[config.mk]
export PLATFORM = sky130hd
export DESIGN_NAME = cpux_alu
export DESIGN_NICKNAME = d
export VERILOG_FILES = /design/src/rtl/core/cpux_pkg.sv /design/src/rtl/core/cpux_alu.sv
export SDC_FILE = /design/constraint.sdc
export NUM_CORES = 1
export LEC_CHECK = 0
export ABC_AREA = 1
export CELL_PAD_IN_SITES_DETAIL_PLACEMENT = 1
export CELL_PAD_IN_SITES_GLOBAL_PLACEMENT = 1
export CORE_AREA = 2 2 208 210
export DETAILED_ROUTE_END_ITERATION = 8
export DIE_AREA = 0 0 210 212
export DONT_BUFFER_PORTS = 1
export GPL_TIMING_DRIVEN = 0
export PLACE_DENSITY = 0.69
export SYNTH_ARGS = -nofsm -noshare
export SYNTH_HDL_FRONTEND = slang
export SYNTH_SLANG_ARGS = --single-unit
[constraint.sdc]
create_clock -name vclk -period 23.3
set_input_delay 6.99 -clock vclk [all_inputs]
set_output_delay 6.99 -clock vclk [all_outputs]
set_load 0.1 [all_outputs]
[src/rtl/core/cpux_pkg.sv]
// Shared types, codes and register-file helpers for the execute block.
// No dependencies.
`default_nettype none

package cpux_pkg;

  localparam int MEM_ADDR_BITS_DEF = 16;

  typedef logic [15:0] word_t;
  typedef logic [7:0][15:0] gpr_t;
  typedef logic [3:0][15:0] seg_t;

  typedef enum logic [3:0] {
    CMD_MOV_RM      = 4'd0,
    CMD_ADD_RM      = 4'd1,
    CMD_SUB_RM      = 4'd2,
    CMD_CMP_RM      = 4'd3,
    CMD_MOV_IMM_REG = 4'd4,
    CMD_ADD_IMM_ACC = 4'd5,
    CMD_SUB_IMM_ACC = 4'd6,
    CMD_CMP_IMM_ACC = 4'd7,
    CMD_MOV_IMM_RM  = 4'd8,
    CMD_ADD_IMM_RM  = 4'd9,
    CMD_SUB_IMM_RM  = 4'd10,
    CMD_CMP_IMM_RM  = 4'd11,
    CMD_SEG_MOV     = 4'd12,
    CMD_JNE         = 4'd13
  } cmd_t;

  typedef enum logic [1:0] {
    OP_MOV = 2'd0,
    OP_ADD = 2'd1,
    OP_SUB = 2'd2,
    OP_CMP = 2'd3
  } alu_op_t;

  localparam logic [1:0] MODE_REG = 2'd3;
  localparam logic [2:0] REG_AX = 3'd0;
  localparam logic [2:0] REG_BX = 3'd3;
  localparam logic [2:0] REG_BP = 3'd5;
  localparam logic [2:0] REG_SI = 3'd6;
  localparam logic [2:0] REG_DI = 3'd7;

  // One decoded instruction as captured from the input channel.
  typedef struct packed {
    logic [3:0]  command;
    logic        to_register;
    logic        wide;
    logic [1:0]  mode;
    logic        direct_address;
    logic [2:0]  reg_index;
    logic [2:0]  rm_index;
    logic [1:0]  seg_index;
    logic [15:0] displacement;
    logic [15:0] immediate;
  } item_t;

  // Architectural update computed by the execute unit.
  typedef struct packed {
    gpr_t  gpr;
    seg_t  seg;
    logic  zf;
    logic  sf;
    word_t ip;
    word_t value;
    logic  mem_we;
    logic  taken;
  } exec_t;

  // Byte form maps 0..3 to low halves and 4..7 to high halves of 0..3.
  function automatic word_t reg_read(gpr_t g, logic [2:0] idx, logic wide);
    word_t v;
    if (wide) v = g[idx];
    else if (!idx[2]) v = {8'h00, g[idx][7:0]};
    else v = {8'h00, g[{1'b0, idx[1:0]}][15:8]};
    return v;
  endfunction

  function automatic gpr_t reg_write(gpr_t g, logic [2:0] idx, logic wide, word_t v);
    gpr_t r;
    r = g;
    if (wide) r[idx] = v;
    else if (!idx[2]) r[idx][7:0] = v[7:0];
    else r[{1'b0, idx[1:0]}][15:8] = v[7:0];
    return r;
  endfunction

endpackage

`default_nettype wire

[src/rtl/core/cpux_alu.sv]
// Execute unit: computes the architectural update for one instruction.
// Depends on cpux_pkg.
`default_nettype none

module cpux_alu (
  input  cpux_pkg::item_t item,
  input  cpux_pkg::gpr_t  gpr,
  input  cpux_pkg::seg_t  seg,
  input  logic            zf,
  input  logic            sf,
  input  cpux_pkg::word_t ip,
  input  cpux_pkg::word_t mem_word,
  output cpux_pkg::exec_t res
);
  import cpux_pkg::*;

  logic       rm_mem;
  logic       act;
  logic       dst_rm;
  logic [2:0] dst_idx;
  alu_op_t    op;
  word_t      mem_v, rm_v, reg_v, imm_v, mask, sbit, a, b, r;

  always_comb begin
    rm_mem  = item.direct_address || (item.mode != MODE_REG);
    mem_v   = item.wide ? mem_word : {8'h00, mem_word[7:0]};
    rm_v    = rm_mem ? mem_v : reg_read(gpr, item.rm_index, item.wide);
    reg_v   = reg_read(gpr, item.reg_index, item.wide);
    imm_v   = item.wide ? item.immediate : {8'h00, item.immediate[7:0]};
    mask    = item.wide ? 16'hffff : 16'h00ff;
    sbit    = item.wide ? 16'h8000 : 16'h0080;
    act     = 1'b0;
    dst_rm  = 1'b0;
    dst_idx = item.reg_index;
    op      = OP_MOV;
    a       = '0;
    b       = '0;
    r       = '0;
    res.gpr    = gpr;
    res.seg    = seg;
    res.zf     = zf;
    res.sf     = sf;
    res.ip     = ip;
    res.value  = '0;
    res.mem_we = 1'b0;
    res.taken  = 1'b0;

    // Select operands and destination by command.
    case (cmd_t'(item.command))
      CMD_MOV_RM, CMD_ADD_RM, CMD_SUB_RM, CMD_CMP_RM: begin
        act = 1'b1;
        op  = alu_op_t'(item.command[1:0]);
        if (item.to_register) begin
          a = reg_v;
          b = rm_v;
        end else begin
          dst_rm = 1'b1;
          a = rm_v;
          b = reg_v;
        end
      end
      CMD_MOV_IMM_REG: begin
        act = 1'b1;
        b   = imm_v;
      end
      CMD_ADD_IMM_ACC, CMD_SUB_IMM_ACC, CMD_CMP_IMM_ACC: begin
        act     = 1'b1;
        op      = alu_op_t'(item.command[1:0]);
        dst_idx = REG_AX;
        a       = reg_read(gpr, REG_AX, item.wide);
        b       = imm_v;
      end
      CMD_MOV_IMM_RM: begin
        act    = 1'b1;
        dst_rm = 1'b1;
        b      = imm_v;
      end
      CMD_ADD_IMM_RM, CMD_SUB_IMM_RM, CMD_CMP_IMM_RM: begin
        act    = 1'b1;
        op     = alu_op_t'(item.command[1:0]);
        dst_rm = 1'b1;
        a      = rm_v;
        b      = imm_v;
      end
      CMD_SEG_MOV: begin
        if (!rm_mem) begin
          if (item.to_register) begin
            res.seg[item.seg_index] = gpr[item.rm_index];
            res.value = gpr[item.rm_index];
          end else begin
            res.gpr[item.rm_index] = seg[item.seg_index];
            res.value = seg[item.seg_index];
          end
        end
      end
      CMD_JNE: begin
        if (!zf) begin
          res.ip    = ip + {{8{item.immediate[7]}}, item.immediate[7:0]};
          res.taken = 1'b1;
        end
      end
      default: ;
    endcase

    // Arithmetic, flags and write-back for the move and arithmetic forms.
    if (act) begin
      if (op == OP_MOV) r = b;
      else if (op == OP_ADD) r = (a + b) & mask;
      else r = (a - b) & mask;
      res.value = r;
      if (op != OP_MOV) begin
        res.zf = (r == 16'h0000);
        res.sf = |(r & sbit);
      end
      if (op != OP_CMP) begin
        if (dst_rm && rm_mem) begin
          res.mem_we = 1'b1;
        end else begin
          res.gpr = reg_write(gpr, dst_rm ? item.rm_index : dst_idx, item.wide, r);
        end
      end
    end
  end

endmodule

`default_nettype wire

==> results by group <==
Synth
  • Post-synthesis mux area share: 0.180%
  • Post-Synth Adder-Cell Area: 3.42%
  • Avg Cell Area, Syn: 4.83 um^2
  • Largest family of logic cells by synthesized area: compound AO/OA/AOI/OAI gates
  • Post-Synth Simple-Gate Area: 37.6%
  • Area share of xor/xnor cells in the synthesized design: 1.61%
  • Distinct cells, synth: 55
  • Compound-Gate Fraction of Synth Area: 40.9%
  • Cell area after synthesis: 12,500 um^2
  • Seq/Total Area, Yosys: 0%
  • Syn Inst Count: 2,585
  • Syn Nets: between 2,000 and 3,000
  • Warnings, synthesis: 0

Critical path
  • Startpoint types: input pin
  • CP dominant cell by count: nand2_1
  • Slowest stage delay, CP: 0.71 ns
  • Worst Path Required: 16.31 ns
  • Crit path DAT: 13.60 ns
  • CP Max Fanout: 10
  • Slowest-stage cell, CP: nand2_1
  • Crit Path Class: input pin to output pin
  • Critical path capture point type: output pin

Detailed routing
  • Wire per inst: roughly 32 um
  • Drt pass-1 iters: 6
  • DRC errors left: 0
  • 1st-iter DRT viols: roughly 2,300
  • Vias per cell: around 6.5
  • Via count: 20,359
  • Final ANT Viol Nets: 0
  • Routed Wire Length: 101,000 um

Global routing
  • First-pass GRT wire length: 140,000 um
  • GRT overflow: 0
  • Vias in the first global route: 19,734
  • Largest net degree at the start of global routing: 12
  • Antenna violations before repair: 10
  • GRT Total Usage: 43.2%

Finish
  • Register area: 0 um^2
  • Area Overhead vs Synth: 12.0%
  • Fin nets: slightly below 3,000
  • FFs & Latches: 0
  • Clk_buf instances: 0
  • Share of cells above drive strength 1: between 10% and 20%
  • Fillers: between 6,000 and 7,000
  • Area of the multi-input gates: around 11,000 um^2

STA
  • Tcrit/Tclk final: 88.3%
  • Hold Fails Final Rpt: 0
  • Hold slack: roughly 14 ns
  • Slew @ Worst Pin: 1.29 ns
  • Final Setup Violations: 0
  • F_max: 0.0486 GHz
  • Fin crit period: 20.59 ns
  • RSZ-0062 raised after global routing: false
  • Setup TNS Final: 0 ns
  • Slew Limit Fails: 0
  • Slew HR: 13.4%

CTS
  • PostCTS Resize Cnt: 0
  • Hold Buf Count CTS: 0
  • Setup Buffers After CTS: 0

Die
  • Core Area: 42,500 um^2
  • Die area: 44,500 um^2
  • Die Width: 210 um
  • Initial Util: 29.4%
  • DIE HEIGHT: 212 um
  • I/O pin count: a little over 500
  • Row count: 76

Placement
  • RePlAce Congestion: 1.04
  • DP HPWL: 83,600 um
  • PortBufs: 0

Worst hold path
  • Hold/Removal Path Class: input pin to output pin
  • Worst Hold Path EP: res[21]
  • Hold path startpoint: ip[3]
  • Hold path depth: 2

Outcome
  • Status: completed

Flow run
  • Max Cap Viol: 0
==> Yosys cell counts (25+ instances only) <==
cell type    n  area share, %
nand2_1    718             22
a21oi_1    403             16
o21ai_0    323             13
inv_1      286            8.6
nand3_1    191            7.6
nor2_1     154            4.6
clkbuf_1    73            2.2
buf_2       51            2.0
a22oi_1     32            1.9
ha_1        31            3.1
o221ai_1    30            2.1
inv_2       26           0.78
o21ai_1     25            1.0
==> worst max path at each step <==
stage             start        to  slack [ns]
6_report       item[37]   res[35]        2.71
3_5_place_dp   item[37]   res[35]        2.96
4_1_cts        item[37]   res[35]        2.93
3_3_place_gp   item[37]  res[115]        2.76
2_1_floorplan  item[35]  res[227]        4.61
5_1_grt        item[37]   res[35]        2.49
==> layer usage <==
| metal | routed length, um | track usage, % | up-vias |
|---|---|---|---|
| li1 | - | - | 8702 |
| met1 | 38800 | 53.3 | 9757 |
| met2 | 42500 | 65.3 | 1503 |
| met3 | 11500 | 10.9 | 389 |
| met4 | 8390 | 31.8 | 8 |
| met5 | 88 | 0 | - |
==> cell usage in the layout (no fill, tap or decap), drive strengths merged <==
cell type,n
a21boi,4
xor2,17
o221ai,30
mux2,2
nand2,725
a221oi,1
clkinv,5
nand3,192
nand3b,2
o2111ai,2
clkbuf,73
o21ai,350
a211oi,12
o211ai,12
a21oi,412
xnor2,6
nor2,175
o21a,15
nand4,3
nor3,17
a221o,3
a32oi,4
a22oi,32
a21o,6
inv,314
o31ai,4
diode,8
ha,31
buf,96
o22ai,20
o21bai,5
a31oi,5
fa,2
or2,11
and2,1
==> critical path: cells and delay by family <==
| kind | cells | cell delay, ns |
|---|---|---|
| xor+xnor | 1 | 0.21 |
| compound gates | 5 | 1.59 |
| fa+ha+maj | 2 | 0.55 |
| simple gates | 14 | 2.91 |
| buf+inv | 5 | 1.30 |
==> through the flow <==
stage                     area, um^2  setup slack, ns  utilization (%)  std cells
after global placement         13200             2.76             31.0       3131
after global routing           14000             2.49             32.9       3136
after floorplan                12500             4.61                -       2585
after detailed placement       14000             2.96             32.9       3135
after CTS                      14000             2.93             32.9       3135
final                          14000             2.71             32.9       3143
==> cells by family after synthesis <==
kind of cell	after synthesis
AOI/OAI and AO/OA	917
xor gates and xnor gates	23
adders and majority gates	33
buffers and inverters	484
muxes	2
and+or+nand+nor	1126
==> area by class of cell <==
| class | count | share of cell area [%] |
|---|---|---|
| Antenna cell | 8 | 0.143 |
| Buffer | 165 | 5.91 |
| Inverter | 319 | 8.61 |
| Multi-Input combinational cell | 2101 | 79.9 |
| Tap cell | 546 | 4.88 |
| Timing Repair Buffer | 4 | 0.519 |
